`src/rtl/smeq_ram.sv`:
```
// Generic simple dual-port RAM with registered read.
module smeq_ram #(
	parameter int WIDTH = 32,
	parameter int DEPTH = 32
) (
	input  logic                     clk,
	input  logic                     we,
	input  logic [$clog2(DEPTH)-1:0] waddr,
	input  logic [WIDTH-1:0]         wdata,
	input  logic [$clog2(DEPTH)-1:0] raddr,
	output logic [WIDTH-1:0]         rdata
);
	logic [WIDTH-1:0] mem [DEPTH];

	always_ff @(posedge clk) begin
		if (we)
			mem[waddr] <= wdata;
		rdata <= mem[raddr];
	end
endmodule

```
`config.mk`:
```
export PLATFORM = sky130hd
export DESIGN_NAME = smeq_ram
export DESIGN_NICKNAME = d
export VERILOG_FILES = /design/src/rtl/smeq_ram.sv
export SDC_FILE = /design/constraint.sdc
export NUM_CORES = 1
export LEC_CHECK = 0
export ABC_AREA = 1
export BUFFER_PORTS_ARGS = -buffer_cell sky130_fd_sc_hd__buf_4
export CORE_MARGIN = 10
export CORE_UTILIZATION = 25
export CTS_BUF_LIST = sky130_fd_sc_hd__clkbuf_8
export CTS_CLUSTER_SIZE = 8
export DETAILED_ROUTE_END_ITERATION = 6
export GPL_TIMING_DRIVEN = 0
export HOLD_SLACK_MARGIN = 0.15
export PLACE_DENSITY = 0.4
export SKIP_CTS_REPAIR_TIMING = 1
export SLEW_MARGIN = 20
export SYNTH_ARGS = -nofsm -noshare
export SYNTH_HDL_FRONTEND = slang
export SYNTH_SLANG_ARGS = --single-unit
```
`constraint.sdc`:
```
create_clock -name clk -period 3.4 [get_ports clk]
set_input_delay 0.34 -clock clk [delete_from_list [all_inputs] [get_ports clk]]
set_output_delay 0.34 -clock clk [all_outputs]
set_load 0.05 [all_outputs]
```
==> results.md, run 1 <==
* Setup violations, final at 0
* Hold Vio Cnt, Final at 0
* Post-synthesis xor/xnor area fraction at 0%
* Worst setup SP type: input pin
* Synthesis-to-finish area growth at 19.46%
* Final nets at 3925
* Unrepaired setup endpoints after global routing: false
* Initial DRC count at 2315
* Full die area at 186500 um^2
* Post-layout power at 0.02754 W
* First-pass GRT wire length at 210.3 mm
* Post-route cell area at 50660 um^2
* Largest family of logic cells by synthesized area: simple AND/OR/NAND/NOR gates
* Share of cells above drive strength 1 at 13.64%
* Endpoint class of the critical path: flop
* Register area share after synthesis at 74.02%
* Port buffer count at 72
* Worst slew pin tran at 1.055 ns
* Static Leak at 18.52 nW
* Max-cap violations at 0
* Largest net degree at the start of global routing at 33
* P per Cell Area at 543.6 nW/um^2
* Drt total wl at 151.5 mm
* Peak VDD IR at 0.0003584 V
* Final Hold Slack at 0.3907 ns
* Die H at 431.9 um
* Largest buffer count on any clock path at 3
* Max Clk Rate at 430.6 MHz
* Num ports at 76
* Number of remaining DRC errors at 0
* Cells after Synth at 3536
* Mux contribution to synthesized area at 0%
* Depth of the CTS H-tree at 4
* Arrival time worst endpoint at 3.16 ns
* CP cell instances: dlygate4sd3_1 -> buf_4 -> clkbuf_1 -> clkbuf_1 -> nand2_1 -> nand2_1 -> nand2_1 -> nand2_1
* Area after DPL at 47050 um^2
* Status: finished clean
* Crit path time final at 2.323 ns
* Post-synthesis compound-gate area fraction at 0%
* Root Driver: clkbuf_8
* Initial antenna violation count at 5
* CP delay by family, top: buffers and inverters
* Vias in the first global route at 27.25k
* GRT Util Overall at 15.91%
* CTS Sinks at 1056
* Top-area cell type share of the netlist area at 72.51%
* Post-Syn Area at 42410 um^2
* Post-route ant nets at 0
* Final core utilization at 29.96%
* Net count after synthesis at 3580
* Gpl congestion at 0.7896
* Hold Path Class: input pin to flop
* Leading area contributor after synthesis: edfxtp_1
* Vias at 27.87k
* Setup Skew at 0.04809 ns
* Critical path class: input pin to flop
* Crit share post-route at 68.31%
* Clk Latency, worst-skew pair at 0.92 ns
* Synth Warn # at 0
* Starting Density at 25.08%
* TritonCTS clock tree: yes
* Drt first pass iters at 5
* Final setup TNS at 0 ns
* WP buf/inv at 4
* Standard-cell rows at 151
* Adder-Cell Fraction of Synth Area at 0%
* Register bit total from synthesis at 1056
* Synth Area per Inst at 11.99 um^2
* Total CTS buffers at 184
* Slew margin rel. at 29.69%
* Most used cell, CP: nand2_1
* Synth cell types at 14
* Worst EP required at 4.24 ns
* Wire per inst at 24.36 um
* Die width at 431.9 um
* DPL Wire Length at 101.2 mm
* Final Max Slew Viols at 0
* Vias/cell at 4.479
* GRT overflow at 0
* Crit-path slowest cell: clkbuf_1
* Fraction of the mapped netlist area in simple logic gates at 22.24%
* Highest cell delay on the worst timing path at 0.75 ns
* Reg clk slew, reported paths at 0.06 ns
* Synth top area cells: edfxtp_1, nand2_1, nand3_1, buf_6, dfxtp_1
* Core region area at 169100 um^2
* CP max FO at 10
[cell usage in the layout (no fill, tap or decap), drive strengths merged]
| master | count |
|---|---|
| diode | 2 |
| dlygate4sd3 | 37 |
| edfxtp | 1024 |
| nor2 | 32 |
| nand3 | 780 |
| bufinv | 1 |
| nand2 | 1440 |
| clkbuf | 217 |
| buf | 316 |
| clkinv | 44 |
| clkinvlp | 2 |
| inv | 77 |
| dfxtp | 32 |
[power by group]
part	internal, W	leakage [nW]	switching [W]	total [W]
registers	0.0145	9.49	0.0000446	0.0145
logic	0.000593	7.17	0.00175	0.00235
clock network	0.00530	1.86	0.00538	0.0107
total	0.0204	18.5	0.00718	0.0275
[worst min-delay path: stages]
cell,delay (ns)
buf_4,0.12
inv_1,0.05
buf_2,0.26
nand3_1,0.16
nand2_1,0.05
nand2_1,0.05
nand2_1,0.05
nand2_1,0.05
nand2_1,0.09
[state kept, by name (all words and copies together) (netlist names)]
| register | count |
|---|---|
| rdata | 32 |
| mem | 1024 |
[cells in the mapped netlist]
| master | number |
|---|---|
| inv_1 | 7 |
| nor2_1 | 32 |
| edfxtp_1 | 1024 |
| buf_6 | 66 |
| buf_1 | 18 |
| buf_2 | 83 |
| inv_8 | 1 |
| nand2_1 | 1440 |
| buf_4 | 24 |
| buf_8 | 3 |
| inv_2 | 2 |
| clkbuf_1 | 24 |
| dfxtp_1 | 32 |
| nand3_1 | 780 |
[metrics by stage]
stage | setup WS [ns] | instances
2_1_floorplan | 0.9835 | 3536
3_3_place_gp | -1.661 | 5826
6_report | 1.077 | 6222
4_1_cts | 1.469 | 6183
5_1_grt | 1.060 | 6221
3_5_place_dp | 0.5877 | 5876
[per-layer routing]
| metal | part of all wire [%] | wire (um) | GRT usage (%) |
|---|---|---|---|
| met1 | 43 | 65600 | 20.53 |
| met2 | 49 | 73550 | 26.75 |
| met3 | 4.8 | 7203 | 2.679 |
| met4 | 3.4 | 5189 | 5.761 |
| met5 | 0 | 0 | 0 |
[kinds of logic after synthesis]
kind of cell	count (synthesis)
buf+inv	228
simple gates	2252
flops	1056
[final timing paths]
kind	from	end	slack, ns	depth (start not counted)
worst max-delay path	raddr[3]	rdata[11]	1.08	8
worst max register to register	mem[21][18]	rdata[18]	1.92	8
worst min register to register	mem[14][7]	rdata[7]	0.82	8
worst min-delay path	raddr[2]	rdata[3]	0.39	9
[final cells by class]
cell class | instances | area, um^2
Clock inverter | 114 | 573.1
Antenna cell | 2 | 5.005
Sequential cell | 1056 | 31390
Inverter | 10 | 45.04
Timing Repair Buffer | 159 | 2002
Buffer | 218 | 1543
Fill cell | 17240 | 118400
Clock buffer | 193 | 2656
Tap cell | 2218 | 2775
Multi-Input combinational cell | 2252 | 9669
No activity file was read; power rests on OpenSTA's default activity.
==> inputs of run 2 (changes only) <==
==> constraint.sdc (replaced) <==
create_clock -name clk -period 2.3 [get_ports clk]
set_input_delay 0.23 -clock clk [delete_from_list [all_inputs] [get_ports clk]]
set_output_delay 0.23 -clock clk [all_outputs]
set_load 0.05 [all_outputs]
==> results.md, run 2 (synthesized netlist as in run 1, its figures left out) <==
* Largest net degree at the start of global routing at 33
* Most frequent cells in the layout: nand2_1, edfxtp_1, nand3_1
* GR Layer Usage met1 at 20.53%
* Drt total wl at 151.6 mm
* Final setup TNS at 0 ns
* Endpoint class of the critical path: flop
* Final Max Slew Viols at 0
* Synthesis-to-finish area growth at 19.51%
* Clk Latency, worst-skew pair at 0.91 ns
* Wire per inst at 24.36 um
* Port buffer count at 72
* Fillers at 17.24k
* Top Registers: mem: 1024 flops, rdata: 32 flops
* Gr busiest metal: met2
* Switching power total at 0.01061 W
* Crit path time final at 2.247 ns
* Unrepaired setup endpoints after global routing: false
* Largest buffer count on any clock path at 3
* First-pass GRT wire length at 210.3 mm
* Root Driver: clkbuf_8
* Post-layout power at 0.04072 W
* Multi-input gate area in the final layout at 9669 um^2
* Vias/cell at 4.482
* Sw frac at 26.06%
* Sequential fraction of design power at 52.7%
* Setup Skew at 0.04665 ns
* Static Leak at 18.53 nW
* Gpl congestion at 0.7896
* Initial DRC count at 2348
* Vias in the first global route at 27.25k
* GRT Util Overall at 15.91%
* Max-cap violations at 0
* Post-route ant nets at 0
* TritonCTS clock tree: yes
* Standard-cell rows at 151
* Max Clk Rate at 445.1 MHz
* Inst Count DP at 5876
* Final nets at 3927
* Final cell count without fillers at 6224
* Share of cells above drive strength 1 at 13.64%
* CTS Sinks at 1056
* Drt first pass iters at 5
* Comb pwr share at 8.5%
* Worst EP required at 3.13 ns
* Internal power at 0.03011 W
* CP max FO at 10
* Peak VDD IR at 0.0005253 V
* Status: finished clean
* Hold Vio Cnt, Final at 0
* DPL Wire Length at 101.2 mm
* Total CTS buffers at 184
* Depth of the CTS H-tree at 4
* Core region area at 169100 um^2
* Hold Path Class: input pin to flop
* Largest Register: mem
* Num ports at 76
* Vias at 27.90k
* Die H at 431.9 um
* Starting Density at 25.08%
* GRT overflow at 0
* Crit share post-route at 97.69%
* Critical path class: input pin to flop
* P per Cell Area at 803.4 nW/um^2
* Initial antenna violation count at 5
* Met2 GRT Util at 26.75%
* Number of remaining DRC errors at 0
* Worst setup SP type: input pin
* Storage element area at 31390 um^2
* Number of flip-flops in the largest register at 1024
* Full die area at 186500 um^2
* Commonest non-fill, non-tap cell in the layout: nand2_1
* Reg clk slew, reported paths at 0.06 ns
* Slew margin rel. at 30.22%
* Arrival time worst endpoint at 3.08 ns
* Die width at 431.9 um
* Worst slew pin tran at 1.047 ns
* Setup violations, final at 0
* R2R Setup Slk at 0.82 ns
* M3 GR Usage at 2.679%
* Clock share of power at 38.8%
-- run 2: cell count changes in the layout (fill, tap and decap cells not counted), sizes merged --
cell         previous run  this run
dlygate4sd3            37        39
-- run 2: routing by layer --
metal / vias to the layer above / part of all wire [%]
met1: 13920 / 43
met3: 226 / 4.6
li1: 13050 / -
met5: - / 0
met2: 704 / 49
met4: 0 / 3.4
-- run 2: area by class of cell --
| class | instances | area share (%) |
|---|---|---|
| Sequential cell | 1056 | 61.94 |
| Multi-Input combinational cell | 2252 | 19.08 |
| Tap cell | 2218 | 5.476 |
| Clock buffer | 193 | 5.241 |
| Timing Repair Buffer | 161 | 3.990 |
| Buffer | 218 | 3.044 |
| Clock inverter | 114 | 1.131 |
| Inverter | 10 | 0.08888 |
| Antenna cell | 2 | 0.009876 |
-- run 2: through the flow --
step	hold slack (ns)	cell area (um^2)	setup slack, ns	utilization (%)
6_report	0.2968	50680	0.05307	29.97
4_1_cts	-0.3453	50280	0.4789	29.74
2_1_floorplan	0.3289	42410	-0.006463	-
3_5_place_dp	0.6829	47050	-0.4023	27.83
3_3_place_gp	0.6856	45720	-2.651	27.04
5_1_grt	0.2629	50680	0.07034	29.97
-- run 2: power groups by stage --
stage	clock network [W]	registers, W	logic [W]
6_report	0.0158	0.0215	0.00347
5_1_grt	0.0170	0.0215	0.00375
4_1_cts	0.0163	0.0215	0.00348
3_5_place_dp	0	0.0219	0.00347
3_3_place_gp	0	0.0219	0.00340
2_1_floorplan	0	0.0221	0.00147
-- run 2: path summary, 6_finish.rpt --
path	startpoint	endpoint	depth (start not counted)
worst max-delay path	raddr[3]	rdata[11]	8
worst min register to register	mem[14][7]	rdata[7]	8
worst min-delay path	raddr[2]	rdata[3]	9
worst max register to register	mem[21][18]	rdata[18]	8
-- run 2: worst max-delay path: stages --
cell	delay [ns]
dlygate4sd3_1	0.52
buf_4	0.15
clkbuf_1	0.75
clkbuf_1	0.74
nand2_1	0.18
nand2_1	0.23
nand2_1	0.08
nand2_1	0.16
==> inputs of run 3 (changes only) <==
--- a/config.mk
+++ b/config.mk
@@ -9,12 +9,12 @@
 export BUFFER_PORTS_ARGS = -buffer_cell sky130_fd_sc_hd__buf_4
 export CORE_MARGIN = 10
 export CORE_UTILIZATION = 25
-export CTS_BUF_LIST = sky130_fd_sc_hd__clkbuf_8
 export CTS_CLUSTER_SIZE = 8
 export DETAILED_ROUTE_END_ITERATION = 6
 export GPL_TIMING_DRIVEN = 0
 export HOLD_SLACK_MARGIN = 0.15
 export PLACE_DENSITY = 0.4
+export REMOVE_ABC_BUFFERS = 1
 export SKIP_CTS_REPAIR_TIMING = 1
 export SLEW_MARGIN = 20
 export SYNTH_ARGS = -nofsm -noshare
==> results.md, run 3 (synthesized netlist as in run 1, its figures left out) <==
* Switching power total at 0.01011 W
* Wire per inst at 22.14 um
* Unrepaired setup endpoints after global routing: false
* Area after DPL at 46820 um^2
* Hold Path Class: input pin to flop
* Reg clk slew, reported paths at 0.05 ns
* Final Max Slew Viols at 0
* WP buf/inv at 5
* Clk Latency, worst-skew pair at 0.74 ns
* Static Leak at 18.38 nW
* DPL Wire Length at 73.52 mm
* Total CTS buffers at 149
* Endpoint class of the critical path: flop
* Port buffer count at 75
* Die width at 431.9 um
* Setup violations, final at 0
* CP delay by family, top: buffers and inverters
* Hold Vio Cnt, Final at 0
* CP cell instances: buf_12 -> buf_16 -> buf_16 -> inv_16 -> buf_16 -> nand2_1 -> nand3_1 -> nand3_1 -> nand2_1 -> nand2_1 -> nand2_1 -> nand2_1 -> nand2_1
* Top Registers: mem: 1024 flops, rdata: 32 flops
* Comb pwr share at 6.5%
* Critical path class: input pin to flop
* Share of cells above drive strength 1 at 9.787%
* Initial antenna violation count at 7
* Vias at 26.46k
* Standard-cell rows at 151
* Number of flip-flops in the largest register at 1024
* Die H at 431.9 um
* Post-layout power at 0.04470 W
* Peak VDD IR at 0.0007527 V
* Core region area at 169100 um^2
* Status: finished clean
* Root Driver: clkbuf_16
* Number of remaining DRC errors at 0
* Synthesis-to-finish area growth at 21.46%
* Most used cell, CP: nand2_1
* Worst slew pin tran at 0.9791 ns
* Depth of the CTS H-tree at 4
* Commonest non-fill, non-tap cell in the layout: nand2_1
* Max Clk Rate at 442.2 MHz
* CP max FO at 148
* Highest cell delay on the worst timing path at 0.29 ns
* Largest Register: mem
* Internal power at 0.03459 W
* P per Cell Area at 867.9 nW/um^2
* Vias in the first global route at 25.53k
* GRT Util Overall at 13.76%
* Crit path time final at 2.261 ns
* Final setup TNS at 0 ns
* Largest buffer count on any clock path at 3
* Most frequent cells in the layout: nand2_1, edfxtp_1, nand3_1
* Gpl congestion at 0.6682
* Sequential fraction of design power at 48.1%
* CTS Sinks at 1056
* Setup Skew at 0.02593 ns
* Worst slack, placed at -1.117 ns
* Clock share of power at 45.4%
* Largest net degree at the start of global routing at 153
* Fillers at 17.00k
* Final WS setup at 0.03862 ns
* Worst EP required at 2.87 ns
* Post-route cell area at 51510 um^2
* Vias/cell at 4.422
* Num ports at 76
* Crit share post-route at 98.32%
* Initial DRC count at 1874
* TritonCTS clock tree: yes
* Arrival time worst endpoint at 2.83 ns
* Drt total wl at 132.5 mm
* Post-route ant nets at 0
* Sw frac at 22.62%
* Full die area at 186500 um^2
* Slew margin rel. at 34.72%
* Crit-path slowest cell: buf_12
* Starting Density at 25.08%
* First-pass GRT wire length at 188.5 mm
* Worst setup SP type: input pin
* Max-cap violations at 0
* Final core utilization at 30.46%
* GRT overflow at 0
* Final nets at 3720
* Drt first pass iters at 5
==> run 3: cell types whose count changed in the layout (fill, tap and decap cells not counted), sizes merged <==
cell / change
dlygate4sd3: -4
clkinv: -44
diode: +4
clkbuf: +19
inv: -65
buf: -147
clkinvlp: -2
bufinv: -1
==> run 3: per-stage QoR <==
stage | hold slack, ns | instances
4_1_cts | -0.1449 | 5940
3_5_place_dp | 0.6576 | 5705
5_1_grt | 0.1579 | 5984
2_1_floorplan | 0.3289 | 3318
3_3_place_gp | 0.6561 | 5611
6_report | 0.1162 | 5984
==> run 3: power by group through the flow <==
stage / sequential [W] / combinational, W / clock [W]
2_1_floorplan: 0.0221 / 0.00110 / 0
3_3_place_gp: 0.0219 / 0.00292 / 0
3_5_place_dp: 0.0219 / 0.00292 / 0
4_1_cts: 0.0215 / 0.00293 / 0.0209
5_1_grt: 0.0215 / 0.00324 / 0.0216
6_report: 0.0215 / 0.00293 / 0.0203
==> run 3: layout make-up <==
type | count | area (um^2) | share of cell area (%)
inverter | 10 | 81.33 | 0.1579
timing repair buffer | 207 | 3344 | 6.493
antenna | 6 | 15.01 | 0.02915
sequential | 1056 | 31390 | 60.94
multi-input combinational | 2252 | 9669 | 18.77
tap | 2218 | 2775 | 5.388
clock buffer | 233 | 4214 | 8.182
clock inverter | 2 | 17.52 | 0.03401
==> run 3: worst paths after layout <==
path               end  cells after the start         from  slack (ns)
min          rdata[30]                      7     raddr[2]        0.12
max reg2reg   rdata[6]                      8   mem[29][6]        0.96
max          rdata[31]                     13     raddr[0]        0.04
min reg2reg  rdata[25]                      8  mem[30][25]        0.76
==> run 3: worst min-delay path, stage by stage <==
cell	delay (ns)
buf_8	0.14
nand3_1	0.10
nand2_1	0.06
nand2_1	0.06
nand2_1	0.05
nand2_1	0.05
nand2_1	0.08
==> run 3: per-layer routing <==
metal  vias to the layer above  track usage [%]  routed length (um)
met3                       221            2.144                4424
li1                      12630                -                   -
met5                         -                0                  13
met2                       515            23.83               66820
met4                         2            5.149                4206
met1                     13090            17.22               56990
